===== config.mk =====
export PLATFORM = sky130hd
export DESIGN_NAME = c2_debug_frame_master
export DESIGN_NICKNAME = d
export VERILOG_FILES = /design/src/sv/c2dfm_pkg.sv /design/src/sv/c2_debug_frame_master.sv /design/src/sv/c2dfm_front.sv /design/src/sv/c2dfm_back.sv
export SDC_FILE = /design/constraint.sdc
export NUM_CORES = 1
export LEC_CHECK = 0
export ABC_AREA = 1
export BUFFER_PORTS_ARGS = -buffer_cell sky130_fd_sc_hd__buf_2
export CORE_MARGIN = 3
export CORE_UTILIZATION = 30
export CTS_CLUSTER_SIZE = 12
export DETAILED_ROUTE_END_ITERATION = 16
export HOLD_SLACK_MARGIN = 0.08
export PLACE_DENSITY = 0.55
export SLEW_MARGIN = 20
export SYNTH_ARGS = -nofsm -noshare
export SYNTH_HDL_FRONTEND = slang
export SYNTH_SLANG_ARGS = --single-unit

===== constraint.sdc =====
create_clock -name clk -period 4.5 [get_ports clk]
set_input_delay 0.45 -clock clk [delete_from_list [all_inputs] [get_ports clk]]
set_output_delay 0.45 -clock clk [all_outputs]
set_load 0.01 [all_outputs]

===== src/sv/c2dfm_pkg.sv =====
// Package with shared types and constants of the C2 debug frame master.
`timescale 1ns / 1ps
`default_nettype none
package c2dfm_pkg;

    // Opcodes of the input channel.
    localparam logic [2:0] OP_WR_ADDR     = 3'd0;
    localparam logic [2:0] OP_RD_ADDR     = 3'd1;
    localparam logic [2:0] OP_WR_DATA     = 3'd2;
    localparam logic [2:0] OP_RD_DATA     = 3'd3;
    localparam logic [2:0] OP_STROBE_DONE = 3'd4;

    // Frame kinds, equal to the low two bits of the command opcode.
    localparam logic [1:0] KIND_AW = 2'd0;
    localparam logic [1:0] KIND_AR = 2'd1;
    localparam logic [1:0] KIND_DW = 2'd2;
    localparam logic [1:0] KIND_DR = 2'd3;

    // Result status codes.
    localparam logic [1:0] ST_OK      = 2'd0;
    localparam logic [1:0] ST_TIMEOUT = 2'd1;
    localparam logic [1:0] ST_REFUSED = 2'd2;

    // Reset value of the wait limit register.
    localparam logic [7:0] WAIT_LIMIT_RESET = 8'd20;

    // Depth of the queue between front and back.
    localparam int QUEUE_DEPTH = 2;

    // Class that the front gives each transfer.
    typedef enum logic [1:0] {
        CLS_NONE,
        CLS_CMD,
        CLS_STROBE
    } item_cls_t;

    // One classified item as it sits in the queue.
    typedef struct packed {
        item_cls_t  cls;
        logic [1:0] kind;
        logic [7:0] data_byte;
        logic       sample;
    } item_t;

    // Head of the queue as seen by the back.
    typedef struct packed {
        logic  valid;
        item_t item;
    } queue_head_t;

endpackage
`default_nettype wire


===== src/sv/c2_debug_frame_master.sv =====
// Top level of the C2 debug frame master: front queue and frame sequencer.
// The host side of a two-wire C2 debug link. Each input transfer is either a
// command (write or read address, write or read data) that opens a frame, or
// a report that the strobe last asked for has completed, with the sampled
// data line level. Each input transfer yields exactly one result transfer that
// tells the strobe engine whether to strobe next and with what drive, and on
// the last item of a frame carries done, the read byte and the status.
// Both channels use valid and stall; a transfer happens when valid is high and
// stall is low. The wait limit register is written by cfg_wr_en/cfg_wr_data;
// the user must write it only while the block is idle; the block does not
// enforce this. An input transfer is written to the queue and its result is
// then registered; one item per cycle is sustained while out_stall is low.
// A two-entry queue sits between front and sequencer, so input keeps flowing
// for two items while the result side stalls; after that in_stall rises.
// Reset empties the queue and result register, returns the frame to idle and
// sets the wait limit to 20.
`timescale 1ns / 1ps
`default_nettype none
module c2_debug_frame_master (
    input  wire logic        clk,
    input  wire logic        rst_n,
    input  wire logic        cfg_wr_en,
    input  wire logic [7:0]  cfg_wr_data,
    input  wire logic        in_valid,
    output logic             in_stall,
    input  wire logic [2:0]  opcode,
    input  wire logic [7:0]  data_byte,
    input  wire logic        c2d_sample,
    output logic             out_valid,
    input  wire logic        out_stall,
    output logic             c2d_release,
    output logic             do_strobe,
    output logic             busy_res,
    output logic             done_res,
    output logic [7:0]       read_byte,
    output logic [1:0]       status
);

    c2dfm_pkg::queue_head_t head;
    logic                   pop;

    // Classification and queue.
    c2dfm_front u_front (
        .clk        (clk),
        .rst_n      (rst_n),
        .in_valid   (in_valid),
        .in_stall   (in_stall),
        .opcode     (opcode),
        .data_byte  (data_byte),
        .c2d_sample (c2d_sample),
        .head       (head),
        .pop        (pop)
    );

    // Frame sequencer and result register.
    c2dfm_back u_back (
        .clk         (clk),
        .rst_n       (rst_n),
        .cfg_wr_en   (cfg_wr_en),
        .cfg_wr_data (cfg_wr_data),
        .head        (head),
        .pop         (pop),
        .out_valid   (out_valid),
        .out_stall   (out_stall),
        .c2d_release (c2d_release),
        .do_strobe   (do_strobe),
        .busy_res    (busy_res),
        .done_res    (done_res),
        .read_byte   (read_byte),
        .status      (status)
    );

endmodule
`default_nettype wire


===== src/sv/c2dfm_front.sv =====
// Front of the C2 debug frame master: classifies input transfers into a short queue.
`timescale 1ns / 1ps
`default_nettype none
module c2dfm_front (
    input  wire logic                 clk,
    input  wire logic                 rst_n,
    input  wire logic                 in_valid,
    output logic                      in_stall,
    input  wire logic [2:0]           opcode,
    input  wire logic [7:0]           data_byte,
    input  wire logic                 c2d_sample,
    output c2dfm_pkg::queue_head_t    head,
    input  wire logic                 pop
);

    localparam int PtrW = (c2dfm_pkg::QUEUE_DEPTH > 1) ? $clog2(c2dfm_pkg::QUEUE_DEPTH) : 1;
    localparam int CntW = $clog2(c2dfm_pkg::QUEUE_DEPTH + 1);

    c2dfm_pkg::item_t  slot_reg [c2dfm_pkg::QUEUE_DEPTH];
    logic [PtrW-1:0]   wr_ptr_reg;
    logic [PtrW-1:0]   wr_ptr_next;
    logic [PtrW-1:0]   rd_ptr_reg;
    logic [PtrW-1:0]   rd_ptr_next;
    logic [CntW-1:0]   count_reg;
    logic [CntW-1:0]   count_next;
    c2dfm_pkg::item_t  new_item;
    logic              push;
    logic              do_pop;

    // Classify the incoming opcode.
    always_comb
    begin
        new_item.kind      = opcode[1:0];
        new_item.data_byte = data_byte;
        new_item.sample    = c2d_sample;
        if (opcode == c2dfm_pkg::OP_WR_ADDR || opcode == c2dfm_pkg::OP_RD_ADDR ||
            opcode == c2dfm_pkg::OP_WR_DATA || opcode == c2dfm_pkg::OP_RD_DATA)
        begin
            new_item.cls = c2dfm_pkg::CLS_CMD;
        end
        else if (opcode == c2dfm_pkg::OP_STROBE_DONE)
        begin
            new_item.cls = c2dfm_pkg::CLS_STROBE;
        end
        else
        begin
            new_item.cls = c2dfm_pkg::CLS_NONE;
        end
    end

    // Queue control.
    assign in_stall = (count_reg == CntW'(c2dfm_pkg::QUEUE_DEPTH));
    assign push     = in_valid && !in_stall;
    assign do_pop   = pop && (count_reg != '0);

    always_comb
    begin
        wr_ptr_next = wr_ptr_reg;
        rd_ptr_next = rd_ptr_reg;
        if (push)
        begin
            wr_ptr_next = (wr_ptr_reg == PtrW'(c2dfm_pkg::QUEUE_DEPTH - 1)) ? '0
                                                                             : wr_ptr_reg + 1'b1;
        end
        if (do_pop)
        begin
            rd_ptr_next = (rd_ptr_reg == PtrW'(c2dfm_pkg::QUEUE_DEPTH - 1)) ? '0
                                                                             : rd_ptr_reg + 1'b1;
        end
        count_next = count_reg + CntW'(push) - CntW'(do_pop);
    end

    always_ff @(posedge clk or negedge rst_n)
    begin
        if (!rst_n)
        begin
            wr_ptr_reg <= '0;
            rd_ptr_reg <= '0;
            count_reg  <= '0;
        end
        else
        begin
            wr_ptr_reg <= wr_ptr_next;
            rd_ptr_reg <= rd_ptr_next;
            count_reg  <= count_next;
        end
    end

    // Queue storage.
    always_ff @(posedge clk)
    begin
        if (push)
        begin
            slot_reg[wr_ptr_reg] <= new_item;
        end
    end

    assign head.valid = (count_reg != '0);
    assign head.item  = slot_reg[rd_ptr_reg];

endmodule
`default_nettype wire


===== src/sv/c2dfm_back.sv =====
// Back of the C2 debug frame master: frame sequencer and result register.
`timescale 1ns / 1ps
`default_nettype none
module c2dfm_back (
    input  wire logic                 clk,
    input  wire logic                 rst_n,
    input  wire logic                 cfg_wr_en,
    input  wire logic [7:0]           cfg_wr_data,
    input  wire c2dfm_pkg::queue_head_t head,
    output logic                      pop,
    output logic                      out_valid,
    input  wire logic                 out_stall,
    output logic                      c2d_release,
    output logic                      do_strobe,
    output logic                      busy_res,
    output logic                      done_res,
    output logic [7:0]                read_byte,
    output logic [1:0]                status
);

    // Field of the strobe last requested.
    typedef enum logic [2:0] {
        PH_IDLE,
        PH_START,
        PH_INS,
        PH_LEN,
        PH_WBYTE,
        PH_WAIT,
        PH_RBYTE,
        PH_STOP
    } phase_t;

    phase_t      phase_reg,      phase_next;
    logic [1:0]  kind_reg,       kind_next;
    logic [2:0]  bit_cnt_reg,    bit_cnt_next;
    logic [7:0]  shift_byte_reg, shift_byte_next;
    logic [7:0]  wait_cnt_reg,   wait_cnt_next;
    logic [7:0]  wait_limit_reg;
    logic        out_valid_reg,  out_valid_next;
    logic        rel_reg,        rel_next;
    logic        stb_reg,        stb_next;
    logic        busy_reg,       busy_next;
    logic        done_reg,       done_next;
    logic [7:0]  rbyte_reg,      rbyte_next;
    logic [1:0]  status_reg,     status_next;
    logic [1:0]  ins;
    logic [7:0]  shifted_in;

    // An item leaves the queue whenever the result register can take its result.
    assign pop = head.valid && (!out_valid_reg || !out_stall);

    // Instruction code of the current frame and the read shift with the new sample.
    assign ins        = 2'd3 - kind_reg;
    assign shifted_in = {head.item.sample, shift_byte_reg[7:1]};

    // Frame sequencing for the item at the head of the queue.
    always_comb
    begin
        phase_next      = phase_reg;
        kind_next       = kind_reg;
        bit_cnt_next    = bit_cnt_reg;
        shift_byte_next = shift_byte_reg;
        wait_cnt_next   = wait_cnt_reg;
        rel_next        = 1'b1;
        stb_next        = 1'b0;
        done_next       = 1'b0;
        rbyte_next      = '0;
        status_next     = c2dfm_pkg::ST_OK;

        unique case (head.item.cls)
            c2dfm_pkg::CLS_CMD:
            begin
                if (phase_reg == PH_IDLE)
                begin
                    kind_next       = head.item.kind;
                    shift_byte_next = (head.item.kind == c2dfm_pkg::KIND_AW ||
                                       head.item.kind == c2dfm_pkg::KIND_DW) ?
                                      head.item.data_byte : 8'd0;
                    wait_cnt_next   = '0;
                    stb_next        = 1'b1;
                    phase_next      = PH_START;
                    bit_cnt_next    = '0;
                end
                else
                begin
                    status_next = c2dfm_pkg::ST_REFUSED;
                end
            end
            c2dfm_pkg::CLS_STROBE:
            begin
                unique case (phase_reg)
                    PH_IDLE:
                    begin
                    end
                    PH_START:
                    begin
                        stb_next     = 1'b1;
                        rel_next     = ins[0];
                        phase_next   = PH_INS;
                        bit_cnt_next = '0;
                    end
                    PH_INS:
                    begin
                        stb_next     = 1'b1;
                        bit_cnt_next = '0;
                        if (bit_cnt_reg == 3'd0)
                        begin
                            rel_next     = ins[1];
                            phase_next   = PH_INS;
                            bit_cnt_next = 3'd1;
                        end
                        else if (kind_reg == c2dfm_pkg::KIND_AW)
                        begin
                            rel_next        = shift_byte_reg[0];
                            shift_byte_next = shift_byte_reg >> 1;
                            phase_next      = PH_WBYTE;
                        end
                        else if (kind_reg == c2dfm_pkg::KIND_AR)
                        begin
                            phase_next = PH_RBYTE;
                        end
                        else
                        begin
                            rel_next   = 1'b0;
                            phase_next = PH_LEN;
                        end
                    end
                    PH_LEN:
                    begin
                        stb_next     = 1'b1;
                        bit_cnt_next = '0;
                        if (bit_cnt_reg == 3'd0)
                        begin
                            rel_next     = 1'b0;
                            bit_cnt_next = 3'd1;
                        end
                        else if (kind_reg == c2dfm_pkg::KIND_DW)
                        begin
                            rel_next        = shift_byte_reg[0];
                            shift_byte_next = shift_byte_reg >> 1;
                            phase_next      = PH_WBYTE;
                        end
                        else
                        begin
                            wait_cnt_next = 8'd1;
                            phase_next    = PH_WAIT;
                        end
                    end
                    PH_WBYTE:
                    begin
                        stb_next     = 1'b1;
                        bit_cnt_next = '0;
                        if (bit_cnt_reg != 3'd7)
                        begin
                            rel_next        = shift_byte_reg[0];
                            shift_byte_next = shift_byte_reg >> 1;
                            bit_cnt_next    = bit_cnt_reg + 3'd1;
                        end
                        else if (kind_reg == c2dfm_pkg::KIND_DW)
                        begin
                            wait_cnt_next = 8'd1;
                            phase_next    = PH_WAIT;
                        end
                        else
                        begin
                            phase_next = PH_STOP;
                        end
                    end
                    PH_WAIT:
                    begin
                        bit_cnt_next = '0;
                        if (head.item.sample)
                        begin
                            stb_next   = 1'b1;
                            phase_next = (kind_reg == c2dfm_pkg::KIND_DR) ? PH_RBYTE : PH_STOP;
                        end
                        else if (wait_cnt_reg >= wait_limit_reg)
                        begin
                            // Target never left the wait field: give up without STOP.
                            done_next   = 1'b1;
                            status_next = c2dfm_pkg::ST_TIMEOUT;
                            phase_next  = PH_IDLE;
                        end
                        else
                        begin
                            stb_next      = 1'b1;
                            wait_cnt_next = wait_cnt_reg + 8'd1;
                        end
                    end
                    PH_RBYTE:
                    begin
                        stb_next        = 1'b1;
                        shift_byte_next = shifted_in;
                        if (bit_cnt_reg != 3'd7)
                        begin
                            bit_cnt_next = bit_cnt_reg + 3'd1;
                        end
                        else
                        begin
                            bit_cnt_next = '0;
                            phase_next   = PH_STOP;
                        end
                    end
                    PH_STOP:
                    begin
                        done_next    = 1'b1;
                        rbyte_next   = (kind_reg == c2dfm_pkg::KIND_AR ||
                                        kind_reg == c2dfm_pkg::KIND_DR) ? shift_byte_reg : 8'd0;
                        phase_next   = PH_IDLE;
                        bit_cnt_next = '0;
                    end
                    default:
                    begin
                        phase_next = PH_IDLE;
                    end
                endcase
            end
            default:
            begin
            end
        endcase

        busy_next      = (phase_next != PH_IDLE);
        out_valid_next = pop ? 1'b1 : (out_valid_reg && out_stall);
    end

    // Sequencer state, wait limit and result register.
    always_ff @(posedge clk or negedge rst_n)
    begin
        if (!rst_n)
        begin
            phase_reg      <= PH_IDLE;
            kind_reg       <= '0;
            bit_cnt_reg    <= '0;
            shift_byte_reg <= '0;
            wait_cnt_reg   <= '0;
            wait_limit_reg <= c2dfm_pkg::WAIT_LIMIT_RESET;
            out_valid_reg  <= 1'b0;
            rel_reg        <= 1'b1;
            stb_reg        <= 1'b0;
            busy_reg       <= 1'b0;
            done_reg       <= 1'b0;
            rbyte_reg      <= '0;
            status_reg     <= c2dfm_pkg::ST_OK;
        end
        else
        begin
            if (cfg_wr_en)
            begin
                wait_limit_reg <= cfg_wr_data;
            end
            out_valid_reg <= out_valid_next;
            if (pop)
            begin
                phase_reg      <= phase_next;
                kind_reg       <= kind_next;
                bit_cnt_reg    <= bit_cnt_next;
                shift_byte_reg <= shift_byte_next;
                wait_cnt_reg   <= wait_cnt_next;
                rel_reg        <= rel_next;
                stb_reg        <= stb_next;
                busy_reg       <= busy_next;
                done_reg       <= done_next;
                rbyte_reg      <= rbyte_next;
                status_reg     <= status_next;
            end
        end
    end

    assign out_valid   = out_valid_reg;
    assign c2d_release = rel_reg;
    assign do_strobe   = stb_reg;
    assign busy_res    = busy_reg;
    assign done_res    = done_reg;
    assign read_byte   = rbyte_reg;
    assign status      = status_reg;

endmodule
`default_nettype wire


==> flow_results.org, run 1 <==
** Run status
- The run finished with clean final reports.

** Power and ir drop
- Clock network fraction of design power :: 0.295
- Flop pwr share :: 0.365
- The share of total power dissipated in combinational logic is 0.340.
- The worst-case IR drop observed on VDD is 0.308 mV.
- Sw Pwr :: 1.04 mW
- For this design the ratio of total power to cell area is 597 mW/mm^2.
- Cell internal pwr :: 1.74 mW
- Of the total power, the share spent switching nets is 0.374.
- The analysis attributes to cell leakage a power of 2.15 nW.

** STA
- Final worst hold slack :: 249 ps
- Setup TNS Final :: 0 ps
- Unrepaired setup endpoints after global routing :: no
- Final Cycle Share :: 0.641
- The number of slew-limit violations in the final report is 0.
- Number of failing hold endpoints at the final stage :: 0
- At the pin with the least slew margin, the transition time is 898 ps.
- For the final database, setup skew stands at 9.49 ps.
- Max-slew headroom at the worst pin :: 0.397
- Timing would allow up to 347 MHz.
- Minimum clock period :: 2890 ps
- Count of final setup violators :: 0

** Route
- Final wirelength :: 8400 um
- Initial drt markers :: 171
- The first TritonRoute pass finished after 4 iterations.
- Antenna-violating nets left :: 0
- Mean number of vias per cell :: 4.59
- For this run, design rule violations remaining after detail routing come to 0.
- Avg WL per Cell :: 13.1 um
- The routed layout has 2949 vias.

** Synthesis
- Register area share after synthesis :: 0.518
- Most used flip-flop cell after synthesis :: dfrtp_1
- Distinct cells, synth :: 43
- Number of synthesis warnings :: 0
- Post-synthesis area per instance :: 9.32 um^2
- EDFF count, synth :: 26
- Cell Area, Synth :: 0.00398 mm^2
- Counting every net in the synthesized netlist gives 468.
- Synthesis produced 427 cells.
- For this run, asynchronously set or reset flops after synthesis account for 0.662.
- Synthesis inferred 77 register bits.

** Floorplan
- Initial cell density of the core :: 0.311
- The floorplan has 41 rows.
- The die covers 0.0147 mm^2.
- Overall die height :: 121 um
- From left edge to right edge, the die measures 121 um.
- Pin placement for this block handled 41 I/O pins.
- Std-Cell Core Area :: 0.0128 mm^2

** Clocking
- Post-CTS timing repair inserted 0 buffers for setup.
- Clock insertion delay at the later pin of the skew report :: 330 ps
- Sink count of the clock tree :: 77
- Clock tree from TritonCTS :: built
- After clock tree synthesis, the repair step resized 0 gates.
- Maximum buffer depth of the clock tree :: 2
- Clk Tree Root Cell :: clkbuf_16
- Hold Buf Count CTS :: 0
- Cts bufs inserted :: 9
- CTS built an H-tree with a depth of 3.
- Clock input transition at the sequential cells of the worst setup and hold paths :: 60 ps

** Global route
- GR Util met3 :: 0.0308
- The first global-routing pass estimated 14300 um of wire.
- In this run the most used layer during global routing was met2.
- Maximum number of pins on one net before global-route repair :: 52
- Number of global-route vias before repair :: 2993
- For this run the aggregate overflow at the end of global routing stands at 0.
- The number of antenna violations at the first check in global routing came to 0.
- For met1 alone, demand over resource in global routing was 0.158.
- Fraction of met2 tracks used by global routing :: 0.204
- For this run, the total global-route usage over all layers was measured as 0.123.

** Worst setup path
- Ordered list of cells on the worst path :: inv_1, or2_2, o21ai_0, inv_1, ha_1, buf_4, inv_1, nor2_1, nand2_1, inv_1, nand2_1, a21oi_1, a21oi_1, nand3_1
- Along the worst path, the maximum fanout reaches 20.
- At the worst endpoint, the arrival time is 3100 ps.
- Slowest library cell on the worst path :: dfrtp_1
- Gate family responsible for the most delay along the worst path :: buffers and inverters
- CP Launch Type :: register
- Most frequent cell on the critical path :: inv_1
- The largest single stage delay on the critical path is 720 ps.
- At the worst endpoint, the required time is 4710 ps.
- Combined buffer and inverter count along the critical path :: 5
- Path type of the worst setup path :: register to register
- Type of destination of the critical path :: register

** Final layout
- Area Growth Syn to Fin :: 17.4%
- Diode insertion count for antenna repair :: 0
- Max reg flops :: 26
- In the final layout, the share of cells above drive strength 1 is 0.202.
- Net count reported at finish :: 507

** Flow run
- Across the run, the number of max-cap violations was 0.

** Placement
- Dpl hpwl :: 6050 um
- Count of input and output buffers :: 40
- Routability cong. :: 0.935

** Worst hold path
- The min-delay analysis places its worst path in the category input port to asynchronous set/reset pin.
==> layout by cell type (no fill, tap or decap), types with 2 or more instances in the layout <==
cell type	instances
nand3_1	11
xor2_1	4
dfrtp_1	48
nand2_2	5
or2_2	4
o21ai_1	4
a21oi_1	7
o21ai_0	29
dfstp_2	3
a31oi_1	2
o21ai_2	9
inv_1	51
bufinv_16	3
ha_1	16
nor2_2	3
o22ai_1	8
clkbuf_16	9
edfxtp_1	26
nor2_4	2
nor3_1	9
o32ai_1	3
nor2_1	22
o31ai_1	2
nand2_1	102
nand4_1	15
buf_4	3
buf_2	40
mux2i_1	9
inv_2	4
==> layout make-up <==
type | count | area [um^2]
sequential | 77 | 2060
inverter | 55 | 206
timing repair buffer | 43 | 223
clock buffer | 10 | 229
fill | 1298 | 8100
multi-input combinational | 280 | 1620
clock inverter | 6 | 111
tap | 172 | 215
==> synthesized netlist by cell type, types with 2 or more instances <==
cell | instances | area (um^2)
nand2_1 | 102 | 383
inv_1 | 51 | 191
dfrtp_1 | 48 | 1200
o21ai_0 | 29 | 145
edfxtp_1 | 26 | 781
nor2_1 | 24 | 90.1
ha_1 | 16 | 200
nand4_1 | 15 | 93.8
nand3_1 | 11 | 55.1
mux2i_1 | 9 | 90.1
nor3_1 | 9 | 45.0
o21ai_2 | 9 | 78.8
o22ai_1 | 8 | 50.1
a21oi_1 | 7 | 35.0
buf_2 | 5 | 25.0
clkbuf_1 | 5 | 18.8
nand2_2 | 5 | 31.3
buf_6 | 4 | 45.0
inv_2 | 4 | 15.0
o21ai_1 | 4 | 20.0
or2_2 | 4 | 25.0
xor2_1 | 4 | 35.0
dfstp_2 | 3 | 78.8
o32ai_1 | 3 | 26.3
a31oi_1 | 2 | 12.5
nor2_4 | 2 | 22.5
o31ai_1 | 2 | 15.0
==> power by group through the flow <==
stage	logic [mW]	registers, mW	clock network [mW]
final	0.948	1.02	0.821
after global routing	1.09	1.04	0.873
after CTS	0.950	1.02	0.836
after detailed placement	0.942	1.03	0
after global placement	0.936	1.03	0
after floorplan	0.784	0.972	0
==> per-layer routing <==
| layer | vias up | share of wire |
|---|---|---|
| met2 | 61 | 0.48 |
| met5 | - | 0 |
| li1 | 1506 | - |
| met4 | 0 | 0.013 |
| met3 | 10 | 0.045 |
| met1 | 1372 | 0.46 |
==> stage by stage <==
step / worst slack [ps] / total power, mW / util / cells / area [um^2]
6_report: 1610 / 2.79 / 0.366 / 643 / 4670
5_1_grt: 1310 / 3.00 / 0.366 / 643 / 4670
4_1_cts: 1600 / 2.81 / 0.365 / 643 / 4660
3_5_place_dp: 1620 / 1.97 / 0.339 / 627 / 4320
3_3_place_gp: 1690 / 1.97 / 0.339 / 627 / 4320
2_1_floorplan: 2360 / 1.76 / - / 427 / 3980
==> path summary, 6_finish.rpt <==
check / start / endpoint / slack, ps / depth (start not counted)
worst min-delay path: rst_n / u_back.wait_limit_reg[3] / 250 / 2
max in group asynchronous: rst_n / u_front.count_reg[0] / 3810 / 2
worst max register to register: u_front.rd_ptr_reg / u_back.busy_res / 1610 / 14
worst max-delay path: u_front.rd_ptr_reg / u_back.busy_res / 1610 / 14
worst min register to register: u_back.do_strobe / u_back.do_strobe / 480 / 2
min in group clk: data_byte[6] / u_front.slot_reg[0][7] / 310 / 1
==> logic make-up after synthesis <==
kind of cell,Yosys count,synth area share
compound gates,72,0.119
xor+xnor,5,0.0110
flops,77,0.518
simple gates,177,0.201
mux,10,0.0255
fa+ha+maj,16,0.0503
buf+inv,70,0.0752
(Power assumes the default switching activity.)
==> run 2: changes to the inputs <==
PLACE_DENSITY = 0.57   (was 0.55)
clock period = 2.5 ns   (was 4.5 ns; I/O delays follow)
==> run 2 against run 1 <==
Setup slack got worse by 1400 ps; maximum frequency rose by 29%; power rose by 75%; utilization rose by 0.45 points; final area rose by 1.2%; critical path type unchanged; critical endpoint is now u_back.wait_cnt_reg[7].
==> flow_results.org, run 2 (synthesis gave the netlist of run 1 again) <==
** Clocking
- No sink is reached through more buffers than the 2 on the longest clock path.
- Cts bufs inserted :: 9
- Clock-pin slew was measured on the worst setup and hold paths at 60 ps.
- Clock tree from TritonCTS :: built
- Buffer count from post-CTS setup fixing :: 0
- Sink count of the clock tree :: 77
- CTS placed an instance of clkbuf_16 at the clock tree root.
- Clock insertion delay at the later pin of the skew report :: 340 ps
- The H-tree was split into 3 levels.

** STA
- Max-slew headroom at the worst pin :: 0.580
- The worst path needs 2240 ps of the cycle, external delays included.
- For this run, the top clock speed supported by timing is 447 MHz.
- In the finished design, the share of the clock period the worst path needs comes to 0.895.
- Setup violations remaining at the end of the flow were counted as 0.
- Final Slew Violations :: 0
- Setup repair after global routing left no endpoint under its margin.
- Worst-Margin Slew :: 625 ps
- Worst Skew :: 7.71 ps
- Number of failing hold endpoints at the final stage :: 0
- In the final timing run, aggregate negative setup slack is 0 ps.

** Floorplan
- In this run the count of I/O pins placed on the die edge is 41.
- The die covers 0.0147 mm^2.
- Floorplan row count :: 41
- Initial cell density of the core :: 0.311
- The core region is 0.0128 mm^2.
- Overall die height :: 121 um
- The die is 121 um wide.

** Power and ir drop
- For this design the static power due to leakage is 2.18 nW.
- Power density cells :: 1030 mW/mm^2
- Tot Pwr :: 4.89 mW
- The worst-case IR drop observed on VDD is 0.497 mV.

** Global route
- The via count of the first global-routing pass is 3001.
- Initial antenna violation count :: 0
- The first global-routing pass estimated 14400 um of wire.
- Entering global routing, the biggest net connects 23 pins.
- Overall Global Routing Usage :: 0.125
- The total overflow left after global routing is 0.

** Final layout
- Max reg flops :: 26
- Net count reported at finish :: 519
- The library cell used most frequently in the layout, excluding fill and tap cells, is nand2_1.
- Number of filler cells placed in the layout :: 1311
- Diode insertion count for antenna repair :: 0
- In the layout the commonest cells are nand2_1, inv_1, dfrtp_1.
- Fraction of layout instances using a drive strength above 1 :: 0.207
- Relative to the synthesized area, the layout overhead comes to 18.8%.

** Placement
- Dpl hpwl :: 6490 um
- Input and output buffers added on the ports amount to 40.
- The congestion estimate from routability-driven global placement came to 0.903.

** Worst hold path
- Type of the worst min-delay path :: input port to register

** Route
- DRC errors left :: 0
- Once detail routing completed, the nets flagged for antenna violations numbered 0.
- Before antenna repair, the detailed router went through 4 iterations.
- The routed layout has 3046 vias.
- The routed design has 8620 um of wire.
- Avg WL per Cell :: 13.2 um
- The first routing iteration left 156 violations.
- After detailed routing, the number of vias per cell comes to 4.65.

** Worst setup path
- STA classifies the critical path endpoint as a register.
- Required @ worst endpoint :: 2720 ps
- Along the worst path, the maximum fanout reaches 16.
- Worst Path Arrival :: 2460 ps
- Path type of the worst setup path :: register to register
- STA classifies the critical path startpoint as a register.

** Run status
- The flow ran to the end, and the final reports show no timing, DRC or antenna violations.

** Flow run
- Max_cap viols :: 0
==> run 2: changes by cell type in the layout (fill, tap and decap cells not counted), sizes merged <==
cell	previous run	this run
buf	43	50
inv	56	57
clkinvlp	1	2
bufinv	3	1
dlygate4sd3	0	5
==> run 2: power breakdown <==
group / switching (mW) / internal (mW) / total, mW
Combinational: 1.19 / 0.605 / 1.80
Sequential: 0.187 / 1.61 / 1.79
Clock: 0.516 / 0.781 / 1.30
Total: 1.90 / 2.99 / 4.89
==> run 2: timing repair <==
| item | 4_1_cts | 5_1_grt |
|---|---|---|
| hold endpoints to repair | 26 | 0 |
| hold buffers | 5 | 0 |
| gates resized for setup | 0 | 0 |
==> run 2: worst paths after layout <==
| path | start | endpoint | slack (ps) | depth (start not counted) |
|---|---|---|---|---|
| worst max-delay path | u_front.rd_ptr_reg | u_back.wait_cnt_reg[7] | 260 | 10 |
| worst min-delay path | data_byte[7] | u_front.slot_reg[1][8] | 100 | 1 |
| worst max register to register | u_front.rd_ptr_reg | u_back.wait_cnt_reg[7] | 260 | 10 |
| worst min register to register | u_back.read_byte[3] | u_back.read_byte[3] | 490 | 2 |
| max in group asynchronous | rst_n | u_back.c2d_release | 1380 | 3 |
| min in group asynchronous | rst_n | u_back.bit_cnt_reg[2] | 450 | 2 |
==> run 2: final cells by class <==
| cell class | count | area (um^2) | share of cell area |
|---|---|---|---|
| sequential | 77 | 2060 | 0.436 |
| multi-input combinational | 280 | 1620 | 0.343 |
| timing repair buffer | 55 | 325 | 0.0688 |
| clock buffer | 10 | 229 | 0.0484 |
| tap | 172 | 215 | 0.0455 |
| inverter | 55 | 206 | 0.0437 |
| clock inverter | 6 | 71.3 | 0.0151 |
==> run 2: per-stage QoR <==
step	instance area, um^2	utilization	worst slack (ps)	std cells	hold WS (ps)
floorplan	3980	-	359	427	-45.6
global placement	4380	0.343	330	634	280
detailed placement	4380	0.343	264	634	285
CTS	4730	0.370	239	655	80.6
global route	4730	0.370	7.15	655	87.7
finish	4730	0.370	262	655	101
==> run 2: critical path, stage by stage (launching register included) <==
cell and delay, ps:
dfrtp_1 380, buf_4 200, o21ai_0 240, inv_1 80, ha_1 280, nand2_1 140, nand2_2 110, a211oi_4 250
nand3_4 240, nand2_1 140, o21ai_2 60
==> run 2: metal layers <==
metal  track usage  up-vias  wire length [um]
li1              -     1538                 -
met4        0.0441        0               172
met5             0        -                 0
met1         0.164     1418              4080
met2         0.198       74              3920
met3        0.0350       16               450
==> run 3: changes to the inputs <==
CELL_PAD_IN_SITES_DETAIL_PLACEMENT = 0   (was unset)
CELL_PAD_IN_SITES_GLOBAL_PLACEMENT = 2   (was unset)
PLACE_DENSITY = 0.78   (was 0.57)
==> run 3 against run 2 <==
Register-to-register slack lost 50 ps; final cell count grew 0.46%; power grew 1.0%; via count shrank 0.13%; clock power is essentially flat; clock-buffer cell count grew 1; global-route usage grew 0.56 points; highest routed layer unchanged; clock skew grew 2.4 ps; critical path depth is the same.
==> flow_results.org, run 3 (synthesis gave the netlist of run 1 again) <==
** Worst setup path
- Worst reg2reg path startpoint :: u_front.rd_ptr_reg
- In this run the critical register-to-register path is captured at u_back.wait_cnt_reg[2].
- Worst reg2reg path depth :: 10
- Flop2flop setup slack :: 210 ps
- Of all nets on the critical path, the largest fanout is 16.
- STA classifies the critical path endpoint as a register.
- Data on the critical path is required at its endpoint by 2730 ps.
- Path type of the worst setup path :: register to register
- The worst setup path is launched from a register.
- Worst Path Arrival :: 2510 ps

** Placement
- Dpl hpwl :: 6540 um
- Routability cong. :: 0.823
- Before CTS, the worst setup slack after placement is 241 ps.
- Count of input and output buffers :: 40
- Once placement finished, the instance area stood at 0.00438 mm^2.
- Placed cell count :: 635

** Flow run
- The tool flagged a number of max-cap violations equal to 0.

** Global route
- First-pass GRT wire length :: 14900 um
- The number of antenna violations at the first check in global routing is 0.
- For met1 alone, demand over resource in global routing was 0.160.
- Entering global routing, the biggest net connects 21 pins.
- Global-route layer with the greatest usage :: met2
- In the global route stage, met2 resource usage came out at 0.218.
- The via count of the first global-routing pass came to 3036.
- GR Util met3 :: 0.0350
- The total overflow left after global routing is 0.
- In the global route stage, overall resource usage came out at 0.130.

** Clocking
- TritonCTS built the clock tree.
- Total number of H-tree levels :: 3
- Clock input transition at the sequential cells of the worst setup and hold paths :: 60 ps
- In this run the clock root is driven by a clkbuf_16.
- Maximum buffer depth of the clock tree :: 2
- Sink count of the clock tree :: 77
- The number of clock buffers added by TritonCTS is 9.
- Clock insertion delay at the later pin of the skew report :: 350 ps

** Worst hold path
- Number of stages on the worst hold path :: 1
- Hold wc startpoint :: c2d_sample
- Hold path endpoint :: u_front.slot_reg[0][0]
- Type of the worst min-delay path :: input port to register

** Floorplan
- The die covers 0.0147 mm^2.
- The die is 121 um wide.
- IO Pins :: 41
- Floorplan row count :: 41
- Std-Cell Core Area :: 0.0128 mm^2
- Overall die height :: 121 um
- The initial utilization of the core area, before any placement, comes to 0.311.

** Power and ir drop
- In this run the static leakage power is 2.20 nW.
- Of the total power, registers draw 0.363.
- Power spread over the standard cell area amounts to 1040 mW/mm^2.
- The share of total power dissipated in combinational logic is 0.374.
- Switching share of total power :: 0.388
- Internal power comes to 3.02 mW.
- Worst vdd ir :: 0.631 mV
- Clock network fraction of design power :: 0.262
- Sw Pwr :: 1.92 mW

** Route
- Via count :: 3042
- Dividing the detail-routed via count by the number of cells gives 4.62.
- Initial drt markers :: 133
- DRC errors left :: 0
- Avg WL per Cell :: 13.4 um
- Summed over all layers, the routed wires come to 8850 um.
- The count of nets left with antenna violations once routing finished came out at 0.
- The first detailed-routing pass took 4 iterations.

** STA
- In this run the tightest slew margin relative to its limit is 0.598.
- Worst setup slack after layout :: 213 ps
- Worst-Margin Slew :: 598 ps
- Final Cycle Share :: 0.915
- The smallest clock period supported by the final layout is computed as 2290 ps.
- Count of final setup violators :: 0
- Setup TNS Final :: 0 ps
- Timing would allow up to 437 MHz.
- For the final database, setup skew stands at 10.2 ps.
- Setup repair after global routing left no endpoint under its margin.
- Number of failing hold endpoints at the final stage :: 0
- The number of slew-limit violations in the final report came to 0.

** Run status
- The flow ran to the end, and the final reports show no timing, DRC or antenna violations.

** Final layout
- Number of filler cells placed in the layout :: 1297
- Post-route cell area :: 0.00475 mm^2
- After the last flow step, the layout net total stands at 522.
- The finished layout holds 658 standard cells, fillers aside.
- Fraction of layout instances using a drive strength above 1 :: 0.212
- Area Growth Syn to Fin :: 19.3%
- The register with the most flip-flops in the layout has 26 of them.
- Highest-count cells in the layout ignoring fill and taps :: nand2_1, inv_1, dfrtp_1
- Leaving out fill and tap cells, the most frequent cell in the layout is nand2_1.
- The repair_antennas step left the layout with diodes totalling 0.
run 3: cell types whose count changed in the layout (fill, tap and decap cells not counted), sizes merged:
cell    change
clkinv      +1
inv         -2
buf         +3
clkbuf      +1
run 3: layout make-up:
class	instances	area (um^2)	share of cell area
flip-flops and latches	77	2060	0.434
multi-input cells	280	1620	0.341
repair buffers	58	348	0.0733
clock buffers	11	233	0.0490
well taps	172	215	0.0453
inverters	55	210	0.0443
clock inverters	5	60.1	0.0127
run 3: critical path, cell delays in order (launching register included):
cell	delay (ps)
dfrtp_1	370
inv_1	90
or2_2	270
o21ai_0	120
ha_1	330
buf_4	250
nor2_1	100
a211oi_4	200
nand3_4	240
nand2_1	140
o21ai_2	60
run 3: timing repair:
action | in CTS | in global routing
hold endpoints to repair | 25 | 0
endpoints found under the setup margin | 0 | 1
gates resized for setup | 0 | 1
hold buffers | 5 | 0
setup buffers | 0 | 2
run 3: how the worst max path moves through the flow:
| stage | from | to | slack (ps) | cells past startpoint |
|---|---|---|---|---|
| 2_1_floorplan | u_front.rd_ptr_reg | u_back.wait_cnt_reg[5] | 360 | 12 |
| 3_3_place_gp | u_front.rd_ptr_reg | u_back.wait_cnt_reg[5] | 350 | 11 |
| 3_5_place_dp | u_front.rd_ptr_reg | u_back.busy_res | 240 | 13 |
| 4_1_cts | u_front.rd_ptr_reg | u_back.busy_res | 250 | 13 |
| 5_1_grt | u_front.rd_ptr_reg | u_back.wait_cnt_reg[4] | 1 | 10 |
| 6_report | u_front.rd_ptr_reg | u_back.wait_cnt_reg[2] | 210 | 10 |
run 3: per-layer routing:
layer | vias to the layer above | part of all wire
li1 | 1547 | -
met1 | 1437 | 0.46
met2 | 51 | 0.49
met3 | 7 | 0.039
met4 | 0 | 0.016
met5 | - | 0
run 3: power by group through the flow:
stage	combinational (mW)	clock [mW]	sequential (mW)
6_report	1.85	1.29	1.79
3_5_place_dp	1.84	0	1.82
3_3_place_gp	1.83	0	1.81
4_1_cts	1.85	1.35	1.79
2_1_floorplan	1.41	0	1.75
5_1_grt	2.10	1.39	1.83
run 3: stage by stage:
| stage | power [mW] | util | hold WS, ps |
|---|---|---|---|
| after floorplan | 3.16 | - | -45.6 |
| after global placement | 3.64 | 0.343 | 249 |
| after detailed placement | 3.65 | 0.343 | 256 |
| after CTS | 5.00 | 0.370 | 81.2 |
| after global routing | 5.33 | 0.372 | 87.3 |
| final | 4.94 | 0.372 | 95.9 |
